<file path="config.mk">
export PLATFORM = sky130hd
export DESIGN_NAME = sorted_multiset_table_top
export DESIGN_NICKNAME = d
export VERILOG_FILES = /design/src/design/smt_pkg.sv /design/src/design/smt_ctrl.sv /design/src/design/smt_dp.sv /design/src/design/sorted_multiset_table_top.sv
export SDC_FILE = /design/constraint.sdc
export NUM_CORES = 2
export LEC_CHECK = 0
export ABC_AREA = 0
export BUFFER_PORTS_ARGS = -buffer_cell sky130_fd_sc_hd__buf_2
export CORE_ASPECT_RATIO = 0.5
export CORE_MARGIN = 10
export CORE_UTILIZATION = 35
export DETAILED_ROUTE_END_ITERATION = 12
export PLACE_DENSITY = 0.54
export SLEW_MARGIN = 20
export SYNTH_ARGS = -nofsm -noshare
export SYNTH_HDL_FRONTEND = slang
export SYNTH_SLANG_ARGS = --single-unit
export TNS_END_PERCENT = 1
</file>
<file path="constraint.sdc">
create_clock -name clock -period 14.86 [get_ports clock]
set_input_delay 0.743 -clock clock [delete_from_list [all_inputs] [get_ports clock]]
set_output_delay 0.743 -clock clock [all_outputs]
set_load 0.1 [all_outputs]
</file>
<file path="src/design/smt_pkg.sv">
`timescale 1ns / 1ps
// Shared types and codes for the sorted multiset table.
// No dependencies; used by smt_ctrl, smt_dp and sorted_multiset_table_top.
package smt_pkg;

   localparam int VALUE_W = 32;
   localparam int COUNT_W = 5;

   // request codes
   localparam logic [1:0] OP_INSERT = 2'd0;
   localparam logic [1:0] OP_DELETE = 2'd1;
   localparam logic [1:0] OP_DUMP   = 2'd2;
   localparam logic [1:0] OP_CLEAR  = 2'd3;

   // result status codes
   localparam logic [1:0] ST_OK    = 2'd0;
   localparam logic [1:0] ST_FULL  = 2'd1;
   localparam logic [1:0] ST_EMPTY = 2'd2;

   typedef struct packed {
      logic [1:0]                req_type;
      logic signed [VALUE_W-1:0] value;
   } req_item_type;

   typedef struct packed {
      logic signed [VALUE_W-1:0] value_out;
      logic [COUNT_W-1:0]        repeat_count;
      logic                      last;
      logic [1:0]                status;
      logic [COUNT_W-1:0]        size;
   } rsp_item_type;

   // controller -> datapath
   typedef struct packed {
      logic       load;       // capture request operand, clear dump counters
      logic       ins;        // insert request value in sorted position
      logic       clr;        // empty the table
      logic       del_step;   // remove one matching entry
      logic       dump_step;  // rotate chain by one, advance group count
      logic       emit;       // load the result register
      logic       grp;        // result carries the current dump group
      logic [1:0] status;
   } cmd_type;

   // datapath -> controller
   typedef struct packed {
      logic full;
      logic empty;
      logic match_any;
      logic grp_end;
      logic dump_last;
      logic slot_free;
   } sts_type;

endpackage

</file>
<file path="src/design/smt_ctrl.sv">
`timescale 1ns / 1ps
// Controller state machine for the sorted multiset table.
// Depends on smt_pkg (cmd_type, sts_type, request and status codes).
module smt_ctrl (
   input  logic               clock,
   input  logic               reset,
   input  logic               req_valid,
   output logic               req_ready,
   input  logic [1:0]         req_op,
   input  smt_pkg::sts_type   sts,
   output smt_pkg::cmd_type   cmd
);

   localparam logic [1:0] S_IDLE = 2'd0;
   localparam logic [1:0] S_DEL  = 2'd1;
   localparam logic [1:0] S_DUMP = 2'd2;

   logic [1:0] state_ff, state_in;

   assign req_ready = (state_ff == S_IDLE) && sts.slot_free;

   always_comb begin
      cmd      = '0;
      state_in = state_ff;
      case (state_ff)
         S_IDLE: begin
            if (req_valid && sts.slot_free) begin
               cmd.load = 1'b1;
               case (req_op)
                  smt_pkg::OP_INSERT: begin
                     cmd.ins    = !sts.full;
                     cmd.emit   = 1'b1;
                     cmd.status = sts.full ? smt_pkg::ST_FULL : smt_pkg::ST_OK;
                  end
                  smt_pkg::OP_DELETE: begin
                     state_in = S_DEL;
                  end
                  smt_pkg::OP_DUMP: begin
                     if (sts.empty) begin
                        cmd.emit   = 1'b1;
                        cmd.status = smt_pkg::ST_EMPTY;
                     end else begin
                        state_in = S_DUMP;
                     end
                  end
                  default: begin
                     cmd.clr  = 1'b1;
                     cmd.emit = 1'b1;
                  end
               endcase
            end
         end
         S_DEL: begin
            if (sts.match_any) begin
               cmd.del_step = 1'b1;
            end else if (sts.slot_free) begin
               cmd.emit = 1'b1;
               state_in = S_IDLE;
            end
         end
         S_DUMP: begin
            // a step that closes a group must find the result register free
            if (!sts.grp_end || sts.slot_free) begin
               cmd.dump_step = 1'b1;
               cmd.emit      = sts.grp_end;
               cmd.grp       = sts.grp_end;
               if (sts.dump_last) begin
                  state_in = S_IDLE;
               end
            end
         end
         default: begin
            state_in = S_IDLE;
         end
      endcase
   end

   always_ff @(posedge clock) begin
      if (reset) begin
         state_ff <= S_IDLE;
      end else begin
         state_ff <= state_in;
      end
   end

endmodule

</file>
<file path="src/design/smt_dp.sv">
`timescale 1ns / 1ps
// Datapath of the sorted multiset table: entry shift chain, occupancy,
// dump counters and the result register. Depends on smt_pkg.
module smt_dp #(
   parameter int DEPTH = 16,
   parameter int WIDTH = 32
) (
   input  logic                          clock,
   input  logic                          reset,
   input  logic [smt_pkg::VALUE_W-1:0]   req_value,
   input  smt_pkg::cmd_type              cmd,
   output smt_pkg::sts_type              sts,
   input  logic                          rsp_ready,
   output logic                          rsp_valid,
   output smt_pkg::rsp_item_type         rsp_data
);

   localparam int OCC_W = $clog2(DEPTH + 1);
   localparam int VW    = smt_pkg::VALUE_W;
   localparam int CW    = smt_pkg::COUNT_W;

   logic [WIDTH-1:0] ent_ff [DEPTH];
   logic [WIDTH-1:0] ent_in [DEPTH];
   logic [WIDTH-1:0] v_ff, v_req;
   logic [OCC_W-1:0] occ_ff, occ_in, last_idx;
   logic [OCC_W-1:0] step_ff, step_in, cnt_ff, cnt_in;
   logic [DEPTH-1:0] lt_req, match;
   logic [DEPTH-2:0] ge_del;
   logic             rsp_valid_ff, rsp_valid_in;
   smt_pkg::rsp_item_type rsp_data_ff, rsp_data_in;

   // operand is WIDTH bits; upper bits zero when WIDTH exceeds the field
   assign v_req    = WIDTH'(req_value);
   assign last_idx = occ_ff - 1'b1;

   always_comb begin
      for (int i = 0; i < DEPTH; i++) begin
         lt_req[i] = (OCC_W'(i) < occ_ff) && ($signed(ent_ff[i]) < $signed(v_req));
         match[i]  = (OCC_W'(i) < occ_ff) && (ent_ff[i] == v_ff);
      end
      for (int i = 0; i < DEPTH - 1; i++) begin
         ge_del[i] = !($signed(ent_ff[i]) < $signed(v_ff));
      end
   end

   assign sts.full      = (occ_ff == OCC_W'(DEPTH));
   assign sts.empty     = (occ_ff == '0);
   assign sts.match_any = |match;
   assign sts.dump_last = (step_ff == last_idx);
   assign sts.grp_end   = (step_ff == last_idx) || (ent_ff[1] != ent_ff[0]);
   assign sts.slot_free = !rsp_valid_ff || rsp_ready;

   // entry chain
   always_comb begin
      for (int i = 0; i < DEPTH; i++) begin
         ent_in[i] = ent_ff[i];
      end
      if (cmd.ins) begin
         // entries below the insert point stay, the rest move up one place
         ent_in[0] = lt_req[0] ? ent_ff[0] : v_req;
         for (int i = 1; i < DEPTH; i++) begin
            if (!lt_req[i]) begin
               ent_in[i] = lt_req[i-1] ? v_req : ent_ff[i-1];
            end
         end
      end else if (cmd.del_step) begin
         // first entry not below the operand is the first match
         for (int i = 0; i < DEPTH - 1; i++) begin
            if (ge_del[i]) begin
               ent_in[i] = ent_ff[i+1];
            end
         end
      end else if (cmd.dump_step) begin
         // rotate the occupied part left; occupancy steps restore the order
         for (int i = 0; i < DEPTH - 1; i++) begin
            ent_in[i] = (OCC_W'(i) == last_idx) ? ent_ff[0] : ent_ff[i+1];
         end
         if (OCC_W'(DEPTH - 1) == last_idx) begin
            ent_in[DEPTH-1] = ent_ff[0];
         end
      end
   end

   always_comb begin
      occ_in = occ_ff;
      if (cmd.clr) begin
         occ_in = '0;
      end else if (cmd.ins) begin
         occ_in = occ_ff + 1'b1;
      end else if (cmd.del_step) begin
         occ_in = occ_ff - 1'b1;
      end
   end

   always_comb begin
      step_in = step_ff;
      cnt_in  = cnt_ff;
      if (cmd.load) begin
         step_in = '0;
         cnt_in  = '0;
      end else if (cmd.dump_step) begin
         step_in = step_ff + 1'b1;
         cnt_in  = sts.grp_end ? '0 : cnt_ff + 1'b1;
      end
   end

   // result register
   always_comb begin
      rsp_data_in  = rsp_data_ff;
      rsp_valid_in = rsp_valid_ff && !rsp_ready;
      if (cmd.emit) begin
         rsp_valid_in             = 1'b1;
         rsp_data_in.value_out    = cmd.grp ? VW'($signed(ent_ff[0])) : '0;
         rsp_data_in.repeat_count = cmd.grp ? CW'(cnt_ff + 1'b1) : '0;
         rsp_data_in.last         = cmd.grp ? sts.dump_last : 1'b1;
         rsp_data_in.status       = cmd.status;
         rsp_data_in.size         = CW'(occ_in);
      end
   end

   always_ff @(posedge clock) begin
      if (reset) begin
         occ_ff       <= '0;
         rsp_valid_ff <= 1'b0;
      end else begin
         occ_ff       <= occ_in;
         rsp_valid_ff <= rsp_valid_in;
      end
   end

   always_ff @(posedge clock) begin
      for (int i = 0; i < DEPTH; i++) begin
         ent_ff[i] <= ent_in[i];
      end
      step_ff     <= step_in;
      cnt_ff      <= cnt_in;
      rsp_data_ff <= rsp_data_in;
      if (cmd.load) begin
         v_ff <= v_req;
      end
   end

   assign rsp_valid = rsp_valid_ff;
   assign rsp_data  = rsp_data_ff;

endmodule

</file>
<file path="src/design/sorted_multiset_table_top.sv">
`timescale 1ns / 1ps
// Top level of the sorted multiset table: controller plus datapath.
// Depends on smt_pkg, smt_ctrl and smt_dp.
//
// Usage:
//  - req channel (req_valid/req_ready/req_data) takes one request per
//    transfer: insert, delete all equal, dump grouped, clear.
//  - rsp channel (rsp_valid/rsp_ready/rsp_data) gives the results. Every
//    request gives exactly one result with last set, except a dump of a
//    non-empty table, which gives one result per distinct value in
//    ascending order, last set on the final one.
//  - One request is worked at a time; req_ready drops while it runs.
//  - Insert and clear: result valid the cycle after the transfer.
//  - Delete: one step per removed entry, then the result.
//  - Dump: one step per held entry (walking the entry chain by rotation).
//  - The result register is the only buffer toward the receiver. When
//    rsp_ready is low and a result is held, a step that must emit waits;
//    a new request is taken in the cycle that result leaves.
//  - Reset empties the table and drops any pending result. No clearing
//    pass: entries past the occupancy count never affect a result.
//  - size and repeat_count carry the low five bits of the counts.
module sorted_multiset_table_top #(
   parameter int DEPTH = 16,
   parameter int WIDTH = 32
) (
   input  logic                  clock,
   input  logic                  reset,
   input  logic                  req_valid,
   output logic                  req_ready,
   input  smt_pkg::req_item_type req_data,
   output logic                  rsp_valid,
   input  logic                  rsp_ready,
   output smt_pkg::rsp_item_type rsp_data
);

   smt_pkg::cmd_type cmd;
   smt_pkg::sts_type sts;

   smt_ctrl u_ctrl (
      .clock     (clock),
      .reset     (reset),
      .req_valid (req_valid),
      .req_ready (req_ready),
      .req_op    (req_data.req_type),
      .sts       (sts),
      .cmd       (cmd)
   );

   smt_dp #(
      .DEPTH (DEPTH),
      .WIDTH (WIDTH)
   ) u_dp (
      .clock     (clock),
      .reset     (reset),
      .req_value (req_data.value),
      .cmd       (cmd),
      .sts       (sts),
      .rsp_ready (rsp_ready),
      .rsp_valid (rsp_valid),
      .rsp_data  (rsp_data)
   );

   // a new result never overwrites one still waiting
   a_no_overwrite: assert property (@(posedge clock) disable iff (reset)
      cmd.emit |-> sts.slot_free)
      else $error("result register overwritten");

   // a request transfer only happens when the result slot drains
   a_req_slot: assert property (@(posedge clock) disable iff (reset)
      (req_valid && req_ready) |-> (!rsp_valid || rsp_ready))
      else $error("request taken with result pending");

   // insert and clear answer in the next cycle with a single final result
   a_single_rsp: assert property (@(posedge clock) disable iff (reset)
      (req_valid && req_ready && (req_data.req_type == smt_pkg::OP_INSERT ||
                                  req_data.req_type == smt_pkg::OP_CLEAR))
      |=> (rsp_valid && rsp_data.last && rsp_data.repeat_count == '0))
      else $error("insert or clear result missing");

   // empty-dump result reports an empty table
   a_empty_dump: assert property (@(posedge clock) disable iff (reset)
      (rsp_valid && rsp_data.status == smt_pkg::ST_EMPTY)
      |-> (rsp_data.size == '0 && rsp_data.last))
      else $error("empty dump result inconsistent");

endmodule
</file>
==> results.sh <==
export IMPL_cts_buffers=71
export IMPL_crit_path_start_kind="register"
export IMPL_antenna_found_initial=50
export IMPL_run_status="complete, but fails checks"
export IMPL_globalRouteOverflowTotal=0
export IMPL_synthesis_nets=6540
export IMPL_design_area_um2=61190
export IMPL_syn2layout_area_growth_pct=10.95
export IMPL_die_w_um=581.4
export IMPL_crit_arrival_ns=7.16
export IMPL_postSynth_asyncResetShare_pct=0
export IMPL_max_slew_margin_rel_pct=11.64
export IMPL_yosys_warnings=0
export IMPL_grt_pass1_wl_mm=449.2
export IMPL_drive_gt1_share_pct=9.093
export IMPL_core_area_um2=155700
export IMPL_cts_tree="yes"
export IMPL_multiInputGateArea_um2=35810
export IMPL_rsz0062_at_grt="no"
export IMPL_fin_cells=7667
export IMPL_setup_tns_ns=0
export IMPL_synth_edff_count=589
export IMPL_rrSetupSlack_ns=8.02
export IMPL_yosysUniqueCellTypes=76
export IMPL_grt_start_max_net_pins=202
export IMPL_row_count=102
export IMPL_drtIter0Drc=10430
export IMPL_root_buffer="clkbuf_16"
export IMPL_synthTopCellsByArea="edfxtp_1, ha_1, mux2i_1"
export IMPL_violations="DRC"
export IMPL_maxSlewViolCount=0
export IMPL_drc=1
export IMPL_crit_fanout=17
export IMPL_postCtsSetupBuffers=0
export IMPL_synth_area_per_cell_um2=10.00
export IMPL_cap_violations=0
export IMPL_fin_nets=6547
export IMPL_power_density_nw_per_um2=104.6
export IMPL_wl_mm=340.5
export IMPL_worstMarginPinSlew_ns=1.321
export IMPL_yosys_area_top_type="edfxtp_1"
export IMPL_vdd_drop_max_v=0.00008432
export IMPL_clkTransAtPathRegs_ns=0.08
export IMPL_setup_viol=0
export IMPL_synthTopCellsByCount="ha_1, a21oi_1, edfxtp_1, mux2i_1, a221oi_1"
export IMPL_io_pins=85
export IMPL_synth_cells=5514
export IMPL_min_path_type="input pin to register"
export IMPL_whs_ns=0.2780
export IMPL_p_leak_nw=26.19
export IMPL_holdBufCountCts=0
export IMPL_clk_latency_ns=0.72
export IMPL_placed_cells=7526
export IMPL_grt_pass1_vias=49660
export IMPL_fin_crit_sh_pct=46.02
export IMPL_nFillCells=15230
export IMPL_htreeDepth=3
export IMPL_via_per_inst=7.193
export IMPL_cts_buffer_depth=3
export IMPL_wire_per_inst_um=44.42
export IMPL_synth_ff_type="edfxtp_1"
export IMPL_grt_util_all_layers_pct=36.86
export IMPL_start_util_pct=35.42
export IMPL_placed_cell_area_um2=58690
export IMPL_fin_skew_ns=0.04071
export IMPL_die_y_um=300.7
export IMPL_cp_end_kind="register"
export IMPL_netlist_area_um2=55150
export IMPL_synth_most_common_cell="ha_1"
export IMPL_routabilityCongestion=1.084
export IMPL_cts_repair_resized=0
export IMPL_design_die_area_um2=174800
export IMPL_hold_viol=0
export IMPL_cts_sinks=607
export IMPL_crit_type="register to register"
export IMPL_antenna_left=0
export IMPL_vias=55150
export IMPL_ys_ff_latch=607
export IMPL_period_minus_slack_ns=6.839
export IMPL_synth_seq_area_share_pct=32.72
export IMPL_portBuffers=84
export IMPL_synth_top_area_share_pct=32.07
export IMPL_dpl_hpwl_mm=254.9
export IMPL_worstPathRequired_ns=15.18
export IMPL_seqCellArea_um2=18050
export IMPL_fmax_mhz=146.2
export IMPL_dr_pass1_iters=12
[layout by cell type, fill, tap and decap left out, types with 11 or more instances in the layout]
cell type	synthesis	layout
a2111oi_0	22	19
a211oi_1	41	39
a21o_1	205	205
a21oi_1	737	733
a221oi_1	368	367
a221oi_2	30	31
a22oi_1	35	35
a31oi_1	25	23
and3_1	14	12
and4_1	27	27
buf_2	58	85
buf_4	5	175
clkbuf_16	0	75
clkinv_2	0	11
dfxtp_1	18	18
diode_2	0	11
edfxtp_1	589	589
ha_1	988	988
inv_1	129	129
mux2i_1	395	392
nand2_1	273	270
nand2b_1	33	31
nand3_1	120	116
nand4_1	197	197
nor2_1	209	204
nor2b_1	56	54
nor3_1	47	42
nor4_1	80	75
o2111ai_1	15	13
o211ai_1	26	26
o21a_1	24	24
o21ai_0	167	149
o21ai_1	5	13
o221ai_1	38	36
o22ai_1	39	38
or3_1	24	22
xnor2_1	48	46
xor2_1	38	37
[layout make-up]
type | instances | share of cell area, %
antenna | 11 | 0.04499
clock buffer | 85 | 3.145
clock inverter | 43 | 0.7484
inverter | 130 | 0.7975
multi-input combinational | 4445 | 58.53
sequential | 607 | 29.49
tap | 2080 | 4.253
timing repair buffer | 266 | 2.987
[flip-flops by register name, indices dropped and copies added (netlist names)]
register,cells
u_ctrl.state_ff,2
u_dp.rsp_data,45
u_dp.step_ff,5
u_dp.v_ff,32
u_dp.ent_ff,512
u_dp.cnt_ff,5
u_dp.occ_ff,5
u_dp.rsp_valid,1
[stage by stage]
stage | setup WS, ns | total power [W] | utilization, %
floorplan | 7.417 | 0.003361 | -
global placement | 7.739 | 0.004279 | 37.66
detailed placement | 8.207 | 0.004326 | 37.69
CTS | 8.646 | 0.006233 | 39.22
global route | 8.184 | 0.006532 | 39.28
finish | 8.021 | 0.006403 | 39.30
[cell families (layout without fill, tap and decap cells)]
group / after synthesis / count (layout) / share of synthesized area (%)
compound gates: 1841 / 1841 / 22.38
xor+xnor: 86 / 86 / 1.366
simple gates: 1130 / 1130 / 10.50
mux: 400 / 400 / 7.271
other cells: 0 / 11 / 0
buf+inv: 462 / 524 / 3.337
fa+ha+maj: 988 / 988 / 22.41
flops: 607 / 607 / 32.72
[critical path, cell delays in order, from the launching register on]
cell	delay [ns]
edfxtp_1	0.40
inv_1	0.32
buf_4	0.36
ha_1	0.30
nand3_1	0.45
nor2_1	0.41
a221o_1	0.41
a21o_1	0.22
a31oi_1	0.71
o21ai_0	0.48
nor3_2	0.89
mux2i_1	0.31
o21ai_4	0.61
buf_4	0.56
[power by group]
| part | internal, W | leakage [nW] | switching, W |
|---|---|---|---|
| clock | 0.00107 | 1.15 | 0.000877 |
| sequential | 0.00208 | 5.59 | 0.000223 |
| combinational | 0.000600 | 19.4 | 0.00155 |
| total | 0.00375 | 26.2 | 0.00265 |
[routing by layer]
layer,part of all wire (%),GRT usage [%],vias to the layer above
met5,0.22,0,-
met4,3.6,10.40,62
met3,19,23.98,685
met2,35,45.84,4497
met1,42,50.64,27630
li1,-,-,22270
[path summary, 6_finish.rpt]
check | start | end | cells after the start
max | u_dp.v_ff[24] | u_dp.ent_ff[1][145] | 13
min | reset | u_dp.rsp_valid | 2
max reg2reg | u_dp.v_ff[24] | u_dp.ent_ff[1][145] | 13
min reg2reg | u_dp.cnt_ff[4] | u_dp.cnt_ff[4] | 2
Power figures use the tool's default switching activity.
